**config.mk**
```make
export PLATFORM = sky130hd
export DESIGN_NAME = motion_to_drive_signal_core_flat
export DESIGN_NICKNAME = d
export VERILOG_FILES = /design/src/rtl/mtds_pkg.sv /design/src/rtl/mtds_if.sv /design/src/rtl/mtds_serial_div.sv /design/src/rtl/motion_to_drive_signal_core.sv /design/src/flat_wrapper.sv
export SDC_FILE = /design/constraint.sdc
export NUM_CORES = 2
export LEC_CHECK = 0
export BUFFER_PORTS_ARGS = -buffer_cell sky130_fd_sc_hd__buf_4
export CAP_MARGIN = 20
export CELL_PAD_IN_SITES_DETAIL_PLACEMENT = 0
export CELL_PAD_IN_SITES_GLOBAL_PLACEMENT = 1
export CORE_MARGIN = 2
export CORE_UTILIZATION = 32
export DETAILED_ROUTE_END_ITERATION = 8
export MAX_ROUTING_LAYER = met4
export PLACE_DENSITY = 0.68
export REMOVE_ABC_BUFFERS = 1
export SLEW_MARGIN = 20
export SYNTH_ARGS = -nofsm -noshare
export SYNTH_HDL_FRONTEND = slang
export SYNTH_SLANG_ARGS = --single-unit
```
**constraint.sdc**
```tcl
create_clock -name clk -period 7.94 [get_ports clk]
set_clock_uncertainty 0.2 [all_clocks]
set_input_delay 1.191 -clock clk [delete_from_list [all_inputs] [get_ports clk]]
set_output_delay 1.191 -clock clk [all_outputs]
set_load 0.01 [all_outputs]
```
**src/rtl/mtds_pkg.sv**
```systemverilog
// Shared constants, register and state codes for the motion-to-drive-signal block.
// Used by the channel interfaces, the serial divider, the core and its checker.
package mtds_pkg;

  localparam int ONE_Q16    = 65536;
  localparam int FRAC_BITS  = 16;
  localparam int Q_W        = 17;
  localparam int DISP_W     = 19;
  localparam int MAG_SHIFT  = 10;
  localparam int MAG_W      = DISP_W + MAG_SHIFT;
  localparam int FH_W       = 12;
  localparam int FRAC_W     = 16;
  localparam int GAIN_W     = 17;
  localparam int HLEN_W     = 5;
  localparam int PROD_W     = FH_W + FRAC_W;
  localparam int RAVG_W     = Q_W + 1;
  localparam int CFG_IDX_W  = 8;
  localparam int CFG_DATA_W = 17;

  localparam int TRACK_LEN_MAX_DEF = 16;
  localparam int MAX_TRACKS_DEF    = 256;

  localparam logic [FH_W-1:0]   FRAME_HEIGHT_RST   = 12'd480;
  localparam logic [FRAC_W-1:0] THRESHOLD_FRAC_RST = 16'd66;
  localparam logic [FRAC_W-1:0] CUTOFF_FRAC_RST    = 16'd328;
  localparam logic [GAIN_W-1:0] MAX_VELOCITY_RST   = 17'd58982;
  localparam logic [HLEN_W-1:0] HISTORY_LEN_RST    = 5'd3;

  typedef enum logic [CFG_IDX_W-1:0] {
    REG_FRAME_HEIGHT   = 0,
    REG_THRESHOLD_FRAC = 1,
    REG_CUTOFF_FRAC    = 2,
    REG_MAX_VELOCITY   = 3,
    REG_HISTORY_LEN    = 4
  } cfg_reg_t;

  typedef enum logic [3:0] {
    ST_IDLE,
    ST_THR,
    ST_CUT,
    ST_CHECK,
    ST_NORM,
    ST_FRAME,
    ST_AVG,
    ST_PUSH,
    ST_SUM,
    ST_SDRAIN,
    ST_RDIV,
    ST_RAVG,
    ST_MUL,
    ST_POS
  } state_t;

  typedef struct packed {
    logic start;
    logic norm;
  } div_ctl_t;

endpackage

```
**src/rtl/mtds_if.sv**
```systemverilog
// Valid/ready channel interfaces for the input, result and configuration items.
// Depends on mtds_pkg for the field widths.
interface mtds_in_if import mtds_pkg::*; ();
  logic                     valid;
  logic                     ready;
  logic signed [DISP_W-1:0] track_y_disp;
  logic                     last_in_frame;

  modport source (output valid, output track_y_disp, output last_in_frame, input ready);
  modport sink (input valid, input track_y_disp, input last_in_frame, output ready);
endinterface

interface mtds_out_if import mtds_pkg::*; ();
  logic           valid;
  logic           ready;
  logic           direction;
  logic [Q_W-1:0] velocity;
  logic [Q_W-1:0] position;

  modport source (output valid, output direction, output velocity, output position,
                  input ready);
  modport sink (input valid, input direction, input velocity, input position,
                output ready);
endinterface

interface mtds_cfg_if import mtds_pkg::*; ();
  logic                  valid;
  logic                  ready;
  logic [CFG_IDX_W-1:0]  index;
  logic [CFG_DATA_W-1:0] data;

  modport source (output valid, output index, output data, input ready);
  modport sink (input valid, input index, input data, output ready);
endinterface

```
**src/rtl/mtds_serial_div.sv**
```systemverilog
// Bit-serial restoring divider, one quotient bit per cycle, shared by the core.
// Depends on mtds_pkg for the divisor and quotient widths and the control struct.
module mtds_serial_div import mtds_pkg::*; #(
  parameter int DVD_W = 25
) (
  input  logic              clk,
  input  logic              rst_n,
  input  div_ctl_t          ctl,
  input  logic [PROD_W-1:0] rem_init,
  input  logic [DVD_W-1:0]  dividend,
  input  logic [PROD_W-1:0] divisor,
  output logic              done,
  output logic [Q_W-1:0]    quot
);

  localparam int STEP_W = $clog2(DVD_W + 1);

  logic              busy_r, busy_nxt;
  logic              done_r, done_nxt;
  logic [STEP_W-1:0] step_r, step_nxt;
  logic [PROD_W-1:0] rem_r, rem_nxt;
  logic [DVD_W-1:0]  dvd_r, dvd_nxt;
  logic [PROD_W-1:0] dvs_r, dvs_nxt;
  logic [Q_W-1:0]    quo_r, quo_nxt;
  logic [PROD_W:0]   trial;
  logic [PROD_W:0]   diff;
  logic              fits;

  assign trial = {rem_r, dvd_r[DVD_W-1]};
  assign diff  = trial - {1'b0, dvs_r};
  assign fits  = (trial >= {1'b0, dvs_r});

  always_comb begin
    busy_nxt = busy_r;
    done_nxt = 1'b0;
    step_nxt = step_r;
    rem_nxt  = rem_r;
    dvd_nxt  = dvd_r;
    dvs_nxt  = dvs_r;
    quo_nxt  = quo_r;
    if (ctl.start) begin
      busy_nxt = 1'b1;
      step_nxt = ctl.norm ? STEP_W'(Q_W) : STEP_W'(DVD_W);
      rem_nxt  = rem_init;
      dvd_nxt  = dividend;
      dvs_nxt  = divisor;
      quo_nxt  = '0;
    end else if (busy_r) begin
      rem_nxt  = fits ? diff[PROD_W-1:0] : trial[PROD_W-1:0];
      dvd_nxt  = dvd_r << 1;
      quo_nxt  = {quo_r[Q_W-2:0], fits};
      step_nxt = step_r - STEP_W'(1);
      if (step_r == STEP_W'(1)) begin
        busy_nxt = 1'b0;
        done_nxt = 1'b1;
      end
    end
  end

  always_ff @(posedge clk) begin
    if (!rst_n) begin
      busy_r <= 1'b0;
      done_r <= 1'b0;
      step_r <= '0;
    end else begin
      busy_r <= busy_nxt;
      done_r <= done_nxt;
      step_r <= step_nxt;
    end
  end

  always_ff @(posedge clk) begin
    rem_r <= rem_nxt;
    dvd_r <= dvd_nxt;
    dvs_r <= dvs_nxt;
    quo_r <= quo_nxt;
  end

  assign done = done_r;
  assign quot = quo_r;

endmodule

```
**src/rtl/motion_to_drive_signal_core.sv**
```systemverilog
// Top level of the motion-to-drive-signal block: deadband, clamp, frame average,
// rolling history and clamped integrator. Depends on mtds_pkg, mtds_if, mtds_serial_div.
// Flow: a track that falls in the deadband passes the threshold, cutoff and check states;
// a counted track, with the cutoff above the deadband, then waits for the 17 quotient bits
// of the serial divider. A frame-closing track adds two divider passes of DVD_W bits and
// one history read per window entry, plus any wait for the result register.
// One item at a time is in work.
// Reset (synchronous, rst_n low) restores the register defaults and empties the frame and
// history state at once; there is no clearing pass.
module motion_to_drive_signal_core import mtds_pkg::*; #(
  parameter int TRACK_LEN_MAX = TRACK_LEN_MAX_DEF,
  parameter int MAX_TRACKS    = MAX_TRACKS_DEF
) (
  input  logic      clk,
  input  logic      rst_n,
  mtds_in_if.sink   in_chan,
  mtds_out_if.source out_chan,
  mtds_cfg_if.sink  cfg_chan
);

  // Widths that follow from the history depth and the track limit.
  localparam int HEAD_W = (TRACK_LEN_MAX > 1) ? $clog2(TRACK_LEN_MAX) : 1;
  localparam int FILL_W = $clog2(TRACK_LEN_MAX + 1);
  localparam int CNT_W  = $clog2(MAX_TRACKS + 1);
  localparam int SMAG_W = $clog2(MAX_TRACKS * ONE_Q16 + 1);
  localparam int SUM_W  = SMAG_W + 1;
  localparam int WMAG_W = $clog2(TRACK_LEN_MAX * ONE_Q16 + 1);
  localparam int WSUM_W = WMAG_W + 1;
  localparam int DVD_W  = (SMAG_W > WMAG_W) ? SMAG_W : WMAG_W;
  localparam int POS_W  = Q_W + 2;

  // Configuration registers.
  logic [FH_W-1:0]   fh_r;
  logic [FRAC_W-1:0] thr_frac_r;
  logic [FRAC_W-1:0] cut_frac_r;
  logic [GAIN_W-1:0] gain_r;
  logic [HLEN_W-1:0] hlen_r;

  // Sequencer and control state.
  state_t            state_r, state_nxt;
  logic [CNT_W-1:0]  count_r, count_nxt;
  logic [FILL_W-1:0] fill_r, fill_nxt;
  logic [HEAD_W-1:0] head_r, head_nxt;
  logic [HEAD_W-1:0] idx_r, idx_nxt;
  logic [FILL_W-1:0] scnt_r, scnt_nxt;
  logic              rd_pend_r;
  logic              rd_zero_r;
  logic              ent0_valid_r, ent0_valid_nxt;
  logic              out_valid_r, out_valid_nxt;
  logic signed [SUM_W-1:0] frame_sum_r, frame_sum_nxt;
  logic [Q_W-1:0]    pos_r, pos_nxt;

  // Per-item payload.
  logic signed [DISP_W-1:0] disp_r, disp_nxt;
  logic                     last_r, last_nxt;
  logic [MAG_W-1:0]         mag_r, mag_nxt;
  logic [PROD_W-1:0]        thr_r, thr_nxt;
  logic [PROD_W-1:0]        cut_r, cut_nxt;
  logic signed [RAVG_W-1:0] avg_r, avg_nxt;
  logic signed [WSUM_W-1:0] wsum_r, wsum_nxt;
  logic signed [RAVG_W-1:0] ravg_r, ravg_nxt;
  logic [Q_W-1:0]           vel_r, vel_nxt;
  logic                     out_dir_r, out_dir_nxt;
  logic [Q_W-1:0]           out_vel_r, out_vel_nxt;
  logic [Q_W-1:0]           out_pos_r, out_pos_nxt;

  // History of frame averages. Only entry zero can be read before it is written, so a
  // single flag stands in for its reset value of zero.
  logic signed [RAVG_W-1:0] hist_mem [TRACK_LEN_MAX];
  logic signed [RAVG_W-1:0] hist_q_r;
  logic                     hist_we;
  logic                     in_accept;
  logic                     out_free;

  // Divider hookup.
  div_ctl_t          div_ctl;
  logic [PROD_W-1:0] div_rem;
  logic [DVD_W-1:0]  div_dvd;
  logic [PROD_W-1:0] div_dvs;
  logic              div_done;
  logic [Q_W-1:0]    div_quot;

  // Shared arithmetic.
  logic [PROD_W-1:0] frac_sel;
  logic [PROD_W-1:0] mul_prod;
  logic [DISP_W-1:0] disp_abs;
  logic              counted;
  logic [PROD_W-1:0] mag_clip;
  logic [PROD_W-1:0] span_a;
  logic [SUM_W-1:0]  sum_abs;
  logic [WSUM_W-1:0] wsum_abs;
  logic [RAVG_W-1:0] ravg_abs;
  logic [Q_W-1:0]    gain_sat;
  logic [2*Q_W-1:0]  vel_prod;
  logic signed [POS_W-1:0] pos_step;
  logic signed [POS_W-1:0] pos_sum;
  logic [Q_W-1:0]    pos_clamp;
  logic [FILL_W-1:0] len_c;
  logic [HEAD_W:0]   head_inc;

  assign in_accept = in_chan.valid && (state_r == ST_IDLE);
  assign out_free  = !out_valid_r || out_chan.ready;

  // One 12 by 16 multiplier gives the deadband in ST_THR and the cutoff in ST_CUT.
  assign frac_sel = (state_r == ST_THR) ? PROD_W'(thr_frac_r) : PROD_W'(cut_frac_r);
  assign mul_prod = PROD_W'(fh_r) * frac_sel;

  assign disp_abs = disp_r[DISP_W-1] ? (~disp_r + DISP_W'(1)) : disp_r;
  assign counted  = (mag_r > MAG_W'(thr_r)) && (count_r < CNT_W'(MAX_TRACKS));
  assign mag_clip = (mag_r > MAG_W'(cut_r)) ? cut_r : mag_r[PROD_W-1:0];
  assign span_a   = mag_clip - thr_r;

  assign sum_abs  = frame_sum_r[SUM_W-1] ? SUM_W'(-frame_sum_r) : SUM_W'(frame_sum_r);
  assign wsum_abs = wsum_r[WSUM_W-1] ? WSUM_W'(-wsum_r) : WSUM_W'(wsum_r);
  assign ravg_abs = ravg_r[RAVG_W-1] ? RAVG_W'(-ravg_r) : RAVG_W'(ravg_r);

  assign gain_sat = (gain_r > GAIN_W'(ONE_Q16)) ? Q_W'(ONE_Q16) : Q_W'(gain_r);
  assign vel_prod = (2*Q_W)'(gain_sat) * (2*Q_W)'(ravg_abs[Q_W-1:0]);

  assign pos_step = ravg_r[RAVG_W-1] ? -$signed(POS_W'(vel_r)) : $signed(POS_W'(vel_r));
  assign pos_sum  = $signed(POS_W'(pos_r)) + pos_step;
  assign pos_clamp = pos_sum[POS_W-1] ? '0 :
                     (pos_sum > $signed(POS_W'(ONE_Q16))) ? Q_W'(ONE_Q16) :
                     pos_sum[Q_W-1:0];

  // Window length: zero means one, and it never exceeds the history depth.
  assign len_c = (hlen_r == '0) ? FILL_W'(1) :
                 (int'(hlen_r) > TRACK_LEN_MAX) ? FILL_W'(TRACK_LEN_MAX) : FILL_W'(hlen_r);
  assign head_inc = {1'b0, head_r} + (HEAD_W+1)'(1);

  // Divider operands follow the state that starts it. The normalisation numerator is
  // (span << 16) with span no larger than the divisor, so the upper quotient bits are zero
  // and the division starts with span >> 1 already in the remainder.
  always_comb begin
    div_ctl.start = 1'b0;
    div_ctl.norm  = 1'b0;
    case (state_r)
      ST_CHECK: begin
        div_rem = {1'b0, span_a[PROD_W-1:1]};
        div_dvd = {span_a[0], {(DVD_W-1){1'b0}}};
        div_dvs = cut_r - thr_r;
        div_ctl.start = counted && (cut_r > thr_r);
        div_ctl.norm  = 1'b1;
      end
      ST_FRAME: begin
        div_rem = '0;
        div_dvd = DVD_W'(sum_abs);
        div_dvs = PROD_W'(count_r);
        div_ctl.start = (count_r != '0);
      end
      default: begin
        div_rem = '0;
        div_dvd = DVD_W'(wsum_abs);
        div_dvs = PROD_W'(fill_r);
        div_ctl.start = (state_r == ST_RDIV);
      end
    endcase
  end

  mtds_serial_div #(
    .DVD_W (DVD_W)
  ) u_div (
    .clk      (clk),
    .rst_n    (rst_n),
    .ctl      (div_ctl),
    .rem_init (div_rem),
    .dividend (div_dvd),
    .divisor  (div_dvs),
    .done     (div_done),
    .quot     (div_quot)
  );

  // Sequencer: next state, control and datapath values.
  always_comb begin
    state_nxt      = state_r;
    count_nxt      = count_r;
    fill_nxt       = fill_r;
    head_nxt       = head_r;
    idx_nxt        = idx_r;
    scnt_nxt       = scnt_r;
    ent0_valid_nxt = ent0_valid_r;
    frame_sum_nxt  = frame_sum_r;
    pos_nxt        = pos_r;
    disp_nxt       = disp_r;
    last_nxt       = last_r;
    mag_nxt        = mag_r;
    thr_nxt        = thr_r;
    cut_nxt        = cut_r;
    avg_nxt        = avg_r;
    wsum_nxt       = wsum_r;
    ravg_nxt       = ravg_r;
    vel_nxt        = vel_r;
    hist_we        = 1'b0;
    out_valid_nxt  = out_valid_r && !out_chan.ready;
    out_dir_nxt    = out_dir_r;
    out_vel_nxt    = out_vel_r;
    out_pos_nxt    = out_pos_r;

    // A history word read in the previous cycle is added here.
    if (rd_pend_r) begin
      wsum_nxt = wsum_r + (rd_zero_r ? WSUM_W'(0) : WSUM_W'(hist_q_r));
    end

    case (state_r)
      ST_IDLE: begin
        if (in_accept) begin
          disp_nxt  = in_chan.track_y_disp;
          last_nxt  = in_chan.last_in_frame;
          state_nxt = ST_THR;
        end
      end
      ST_THR: begin
        thr_nxt   = mul_prod;
        mag_nxt   = MAG_W'(disp_abs) << MAG_SHIFT;
        state_nxt = ST_CUT;
      end
      ST_CUT: begin
        cut_nxt   = mul_prod;
        state_nxt = ST_CHECK;
      end
      ST_CHECK: begin
        if (counted && (cut_r > thr_r)) begin
          state_nxt = ST_NORM;
        end else begin
          // A cutoff at or below the deadband makes every counted track full scale.
          if (counted) begin
            frame_sum_nxt = disp_r[DISP_W-1] ? frame_sum_r - SUM_W'(ONE_Q16)
                                             : frame_sum_r + SUM_W'(ONE_Q16);
            count_nxt     = count_r + CNT_W'(1);
          end
          state_nxt = last_r ? ST_FRAME : ST_IDLE;
        end
      end
      ST_NORM: begin
        if (div_done) begin
          frame_sum_nxt = disp_r[DISP_W-1] ? frame_sum_r - SUM_W'(div_quot)
                                           : frame_sum_r + SUM_W'(div_quot);
          count_nxt     = count_r + CNT_W'(1);
          state_nxt     = last_r ? ST_FRAME : ST_IDLE;
        end
      end
      ST_FRAME: begin
        if (count_r == '0) begin
          avg_nxt   = '0;
          state_nxt = ST_PUSH;
        end else begin
          state_nxt = ST_AVG;
        end
      end
      ST_AVG: begin
        if (div_done) begin
          avg_nxt   = frame_sum_r[SUM_W-1] ? -$signed(RAVG_W'(div_quot))
                                           : $signed(RAVG_W'(div_quot));
          state_nxt = ST_PUSH;
        end
      end
      ST_PUSH: begin
        head_nxt = (head_inc >= (HEAD_W+1)'(TRACK_LEN_MAX)) ? '0 : head_inc[HEAD_W-1:0];
        hist_we  = 1'b1;
        if (head_nxt == '0) begin
          ent0_valid_nxt = 1'b1;
        end
        fill_nxt      = ((FILL_W+1)'(fill_r) + (FILL_W+1)'(1) > (FILL_W+1)'(len_c)) ?
                        len_c : fill_r + FILL_W'(1);
        idx_nxt       = head_nxt;
        scnt_nxt      = '0;
        wsum_nxt      = '0;
        frame_sum_nxt = '0;
        count_nxt     = '0;
        state_nxt     = ST_SUM;
      end
      ST_SUM: begin
        // One history read a cycle, newest entry first, walking backwards round the ring.
        idx_nxt  = (idx_r == '0) ? HEAD_W'(TRACK_LEN_MAX - 1) : idx_r - HEAD_W'(1);
        scnt_nxt = scnt_r + FILL_W'(1);
        if (scnt_r == fill_r - FILL_W'(1)) begin
          state_nxt = ST_SDRAIN;
        end
      end
      ST_SDRAIN: begin
        state_nxt = ST_RDIV;
      end
      ST_RDIV: begin
        state_nxt = ST_RAVG;
      end
      ST_RAVG: begin
        if (div_done) begin
          ravg_nxt  = wsum_r[WSUM_W-1] ? -$signed(RAVG_W'(div_quot))
                                       : $signed(RAVG_W'(div_quot));
          state_nxt = ST_MUL;
        end
      end
      ST_MUL: begin
        vel_nxt   = vel_prod[FRAC_BITS +: Q_W];
        state_nxt = ST_POS;
      end
      ST_POS: begin
        // The position is committed together with the result, so a stalled output
        // register holds the sequencer here without stepping the integrator twice.
        if (out_free) begin
          pos_nxt       = pos_clamp;
          out_valid_nxt = 1'b1;
          out_dir_nxt   = !ravg_r[RAVG_W-1] && (ravg_r != '0);
          out_vel_nxt   = vel_r;
          out_pos_nxt   = pos_clamp;
          state_nxt     = ST_IDLE;
        end
      end
      default: begin
        state_nxt = ST_IDLE;
      end
    endcase
  end

  always_ff @(posedge clk) begin
    if (!rst_n) begin
      state_r <= ST_IDLE;
    end else begin
      state_r <= state_nxt;
    end
  end

  // Control state and configuration registers.
  always_ff @(posedge clk) begin
    if (!rst_n) begin
      count_r      <= '0;
      fill_r       <= FILL_W'(1);
      head_r       <= '0;
      idx_r        <= '0;
      scnt_r       <= '0;
      rd_pend_r    <= 1'b0;
      rd_zero_r    <= 1'b0;
      ent0_valid_r <= 1'b0;
      out_valid_r  <= 1'b0;
      frame_sum_r  <= '0;
      pos_r        <= '0;
      fh_r         <= FRAME_HEIGHT_RST;
      thr_frac_r   <= THRESHOLD_FRAC_RST;
      cut_frac_r   <= CUTOFF_FRAC_RST;
      gain_r       <= MAX_VELOCITY_RST;
      hlen_r       <= HISTORY_LEN_RST;
    end else begin
      count_r      <= count_nxt;
      fill_r       <= fill_nxt;
      head_r       <= head_nxt;
      idx_r        <= idx_nxt;
      scnt_r       <= scnt_nxt;
      rd_pend_r    <= (state_r == ST_SUM);
      rd_zero_r    <= (idx_r == '0) && !ent0_valid_r;
      ent0_valid_r <= ent0_valid_nxt;
      out_valid_r  <= out_valid_nxt;
      frame_sum_r  <= frame_sum_nxt;
      pos_r        <= pos_nxt;
      if (cfg_chan.valid) begin
        case (cfg_chan.index)
          REG_FRAME_HEIGHT:   fh_r       <= cfg_chan.data[FH_W-1:0];
          REG_THRESHOLD_FRAC: thr_frac_r <= cfg_chan.data[FRAC_W-1:0];
          REG_CUTOFF_FRAC:    cut_frac_r <= cfg_chan.data[FRAC_W-1:0];
          REG_MAX_VELOCITY:   gain_r     <= cfg_chan.data[GAIN_W-1:0];
          REG_HISTORY_LEN:    hlen_r     <= cfg_chan.data[HLEN_W-1:0];
          default: begin
          end
        endcase
      end
    end
  end

  // Payload registers.
  always_ff @(posedge clk) begin
    disp_r    <= disp_nxt;
    last_r    <= last_nxt;
    mag_r     <= mag_nxt;
    thr_r     <= thr_nxt;
    cut_r     <= cut_nxt;
    avg_r     <= avg_nxt;
    wsum_r    <= wsum_nxt;
    ravg_r    <= ravg_nxt;
    vel_r     <= vel_nxt;
    out_dir_r <= out_dir_nxt;
    out_vel_r <= out_vel_nxt;
    out_pos_r <= out_pos_nxt;
  end

  // History memory: one write port, one registered read port.
  always_ff @(posedge clk) begin
    if (hist_we) begin
      hist_mem[head_nxt] <= avg_r;
    end
    hist_q_r <= hist_mem[idx_r];
  end

  assign in_chan.ready      = (state_r == ST_IDLE);
  assign cfg_chan.ready     = 1'b1;
  assign out_chan.valid     = out_valid_r;
  assign out_chan.direction = out_dir_r;
  assign out_chan.velocity  = out_vel_r;
  assign out_chan.position  = out_pos_r;

endmodule

```
**src/flat_wrapper.sv**
```systemverilog
// flat-port wrapper written by rule: the top's interface ports become plain ports
module motion_to_drive_signal_core_flat import mtds_pkg::*;
#(
  parameter int TRACK_LEN_MAX = TRACK_LEN_MAX_DEF,
  parameter int MAX_TRACKS    = MAX_TRACKS_DEF
)
  (clk, rst_n, in_chan_valid, in_chan_track_y_disp, in_chan_last_in_frame, in_chan_ready, out_chan_valid, out_chan_direction, out_chan_velocity, out_chan_position, out_chan_ready, cfg_chan_valid, cfg_chan_index, cfg_chan_data, cfg_chan_ready);
  mtds_in_if in_chan_i ();
  mtds_out_if out_chan_i ();
  mtds_cfg_if cfg_chan_i ();
  input  logic clk;
  input  logic rst_n;
  input wire logic [$bits(in_chan_i.valid)-1:0] in_chan_valid;
  input wire logic [$bits(in_chan_i.track_y_disp)-1:0] in_chan_track_y_disp;
  input wire logic [$bits(in_chan_i.last_in_frame)-1:0] in_chan_last_in_frame;
  output wire logic [$bits(in_chan_i.ready)-1:0] in_chan_ready;
  output wire logic [$bits(out_chan_i.valid)-1:0] out_chan_valid;
  output wire logic [$bits(out_chan_i.direction)-1:0] out_chan_direction;
  output wire logic [$bits(out_chan_i.velocity)-1:0] out_chan_velocity;
  output wire logic [$bits(out_chan_i.position)-1:0] out_chan_position;
  input wire logic [$bits(out_chan_i.ready)-1:0] out_chan_ready;
  input wire logic [$bits(cfg_chan_i.valid)-1:0] cfg_chan_valid;
  input wire logic [$bits(cfg_chan_i.index)-1:0] cfg_chan_index;
  input wire logic [$bits(cfg_chan_i.data)-1:0] cfg_chan_data;
  output wire logic [$bits(cfg_chan_i.ready)-1:0] cfg_chan_ready;
  assign in_chan_i.valid = in_chan_valid;
  assign in_chan_i.track_y_disp = in_chan_track_y_disp;
  assign in_chan_i.last_in_frame = in_chan_last_in_frame;
  assign in_chan_ready = in_chan_i.ready;
  assign out_chan_valid = out_chan_i.valid;
  assign out_chan_direction = out_chan_i.direction;
  assign out_chan_velocity = out_chan_i.velocity;
  assign out_chan_position = out_chan_i.position;
  assign out_chan_i.ready = out_chan_ready;
  assign cfg_chan_i.valid = cfg_chan_valid;
  assign cfg_chan_i.index = cfg_chan_index;
  assign cfg_chan_i.data = cfg_chan_data;
  assign cfg_chan_ready = cfg_chan_i.ready;
  motion_to_drive_signal_core #(.TRACK_LEN_MAX(TRACK_LEN_MAX), .MAX_TRACKS(MAX_TRACKS)) u_core (.clk(clk), .rst_n(rst_n), .in_chan(in_chan_i), .out_chan(out_chan_i), .cfg_chan(cfg_chan_i));
endmodule
```
==> key figures <==
Placed design
  – Dpl cells: about 7700
  – Final HPWL DP: approximately 110000 µm
  – Placer Congestion: roughly 0.9
  – DP Area: approximately 59000 µm²
  – Input/output buffers: between 80 and 90

Setup path
  – CP endpoint kind: register
  – Cell repeated most along the worst path: fa_1
  – Worst endpoint data arrival time: ~8000 ps
  – Worst setup path class: reg -> reg
  – Crit-path max cell delay: around 550 ps
  – Critical Path Source Type: register
  – CP max stage cell: fa_1
  – Req. time, crit path: ~8200 ps
  – CP max FO: 10

Yosys
  – Total number of yosys warnings: 0
  – Post-synth EDFFs: about 550
  – Synth area leaders: edfxtp_1 (30%), fa_1 (13%), ha_1 (8.6%), dfxtp_1 (7.6%), nand2_1 (4.3%)
  – Netlist Area Pre-Place: around 55000 µm²
  – Seq/Total Area, Yosys: 37.67%
  – Mapped Cells: between 5000 and 6000
  – Top-area cell type share of the netlist area: around 30%
  – Syn avg cell area: approximately 10 µm²
  – Ys flop type: edfxtp_1
  – Asr flop ratio synth: 0%
  – #FFs+latches synth: 760
  – Library cells used by synthesis: 83
  – Leading area contributor after synthesis: edfxtp_1

Floorplan
  – Initial Utilization: between 30 and 40%
  – Die Wd: roughly 420 µm
  – Die H: about 420 µm
  – Row count: 152
  – Core outline area: ~170000 µm²
  – Die area: 175400 µm²
  – I/O pins: just under 90

Hold path
  – Hold Path Class: reg -> reg

Timing
  – Final Cycle Share: 95.05%
  – Endpoints failing hold: 0
  – Slew HR: 28.15%
  – Min cycle time layout: roughly 7500 ps
  – Slew @ Worst Pin: 1051 ps
  – Fmax: around 130 MHz
  – Final setup viols: 0
  – Slew Limit Fails: 0

Pwr
  – Worst vdd rail ir drop: around 0.00018 V
  – P_leak: ~25 nW
  – Total power: 0.01443 W
  – Pwr Density: between 200 and 250 nW/µm²

Clock tree
  – Cts bufs inserted: 84
  – Root Driver: clkbuf_16
  – CTS tree: done
  – CTS max path bufs: 3
  – Clock slew at reported path FFs: ~60 ps
  – Clk sinks: 760
  – Number of H-tree levels: 3
  – Worst-skew pair later-pin latency: between 700 and 800 ps

Route
  – DRT Pass-1 Iters: 5
  – Initial DRC Count: 2535
  – Final WL: around 150000 µm
  – DRC Markers: 0
  – DR vias/cell: ~5
  – ANT nets after route: 0
  – Routed wire per std cell: roughly 19 µm
  – Via count: about 39000

Final layout
  – # fillers: 17140
  – Layout Cells excl Fill: 7831
  – Final nets: between 6000 and 7000
  – Commonest non-fill, non-tap cell in the layout: nand2_1
  – Share of cells above drive strength 1: under 10%
  – Post-layout instance area: about 62000 µm²
  – Area Growth Syn to Fin: 12.91%
  – Most frequent cells in the layout: nand2_1 (624), inv_1 (570), edfxtp_1 (552), nor2_1 (420), ha_1 (378)

Global routing
  – Global route total overflow: 0
  – Initial antenna violation count: 13
  – Largest net degree at the start of global routing: between 70 and 80
  – Gr usage total: about 17%
  – Vias in the first global route: 39770
  – Global-route wire length before repair: ~230000 µm

Run
  – Max-Cap Viols: 0

Status
  – Status: complete, no violations
-- through the flow --
stage                     util [%]  setup TNS, ps  setup WS, ps  hold slack [ps]
after floorplan                  -        -129600         -3927            198.7
after global placement       34.45              0         34.59            218.4
after detailed placement     34.45              0         33.46            220.3
after CTS                    36.19              0         61.48            205.3
after global routing         36.27         -148.5        -60.75            226.5
final                        36.28              0         392.8            216.6
-- final cells by class --
cell class	count	area (µm²)	share of cell area, %
Clock inverter	41	725.7	1.167
Sequential cell	760	20740	33.37
Multi-Input combinational cell	3794	31550	50.75
Antenna cell	10	25.02	0.04026
Timing Repair Buffer	231	1817	2.923
Inverter	574	2156	3.468
Tap cell	2310	2890	4.650
Clock buffer	111	2255	3.627
-- metal layers --
layer / share of wire [%] / GRT usage [%] / up-vias
li1: - / - / 18600
met1: 45 / 22.27 / 19350
met2: 48 / 28.25 / 735
met3: 4.1 / 2.292 / 169
met4: 2.2 / 4.852 / 0
met5: 0 / - / -
-- critical path: cells and delay by family (launching register included) --
kind            cells  cell delay (ps)
flops               1              410
fa+ha+maj           7             3480
compound gates      8             1480
buf+inv             6              660
simple gates        6              860
xor+xnor            2              180
-- cell families after synthesis --
group                    Yosys count  synth area share, %
buffers and inverters            794                5.459
AO/OA/AOI/OAI                    853                10.09
flip-flops                       760                37.67
other                              1             0.006812
AND/OR/NAND/NOR                 1682                14.16
XOR/XNOR                         334                5.314
multiplexers                     177                5.300
adder cells (fa/ha/maj)          747                22.00
-- registers in the layout (all words and copies together) (netlist names), 12 cells and up --
signal	count
u_core.vel_r	17
u_core.disp_r	19
u_core.hist_mem	288
u_core.pos_r	17
u_core.out_chan.position	17
u_core.u_div.quot	17
u_core.cut_frac_r	16
u_core.ravg_r	18
u_core.out_chan.velocity	17
u_core.frame_sum_r	26
u_core.gain_r	17
u_core.thr_frac_r	16
u_core.u_div.rem_r	28
u_core.u_div.dvd_r	25
u_core.fh_r	12
u_core.cut_r	28
u_core.hist_q_r	18
u_core.avg_r	18
u_core.u_div.dvs_r	28
u_core.mag_r	19
u_core.wsum_r	22
u_core.thr_r	28
-- where the power goes --
| group | total, W | switching (W) | internal, W |
|---|---|---|---|
| combinational | 0.00524 | 0.00310 | 0.00214 |
| sequential | 0.00497 | 0.000267 | 0.00470 |
| clock | 0.00422 | 0.00176 | 0.00246 |
-- Yosys cell counts, types with 12 or more instances --
master	number
edfxtp_1	552
xor2_1	112
a21o_1	74
nand3_1	83
inv_1	571
ha_1	379
nor3b_1	12
mux2_2	16
a21boi_0	35
or3_1	25
a21oi_1	217
mux4_2	90
nand2b_1	53
mux2i_1	71
clkbuf_1	187
or4_1	13
o21a_1	36
buf_1	28
o22ai_1	25
nor2b_1	111
nor2_1	439
and3_1	36
nor3_1	59
nand2_1	625
o31ai_1	31
fa_1	368
o31a_1	12
and2_1	124
nand4_1	33
a31oi_1	21
xnor2_1	222
o41ai_1	21
a221oi_1	23
o211ai_1	14
dfxtp_1	208
o21bai_1	19
a211oi_1	23
o21ai_0	200
nor4_1	25
-- worst paths after layout --
kind | from | end | depth (start not counted) | slack (ps)
worst max-delay path | u_core.ravg_r[4] | u_core.vel_r[15] | 29 | 390
worst max register to register | u_core.ravg_r[4] | u_core.vel_r[15] | 29 | 390
worst min-delay path | u_core.ent0_valid_r | u_core.rd_zero_r | 1 | 220
worst min register to register | u_core.ent0_valid_r | u_core.rd_zero_r | 1 | 220
-- repair_timing --
item	4_1_cts	5_1_grt
buffers inserted	0	3
endpoints found under the setup margin	1	12
cloned	0	0
pin swaps	0	6
gates resized for setup	1	21
hold buffers	0	0
Power figures use the tool's default switching activity.
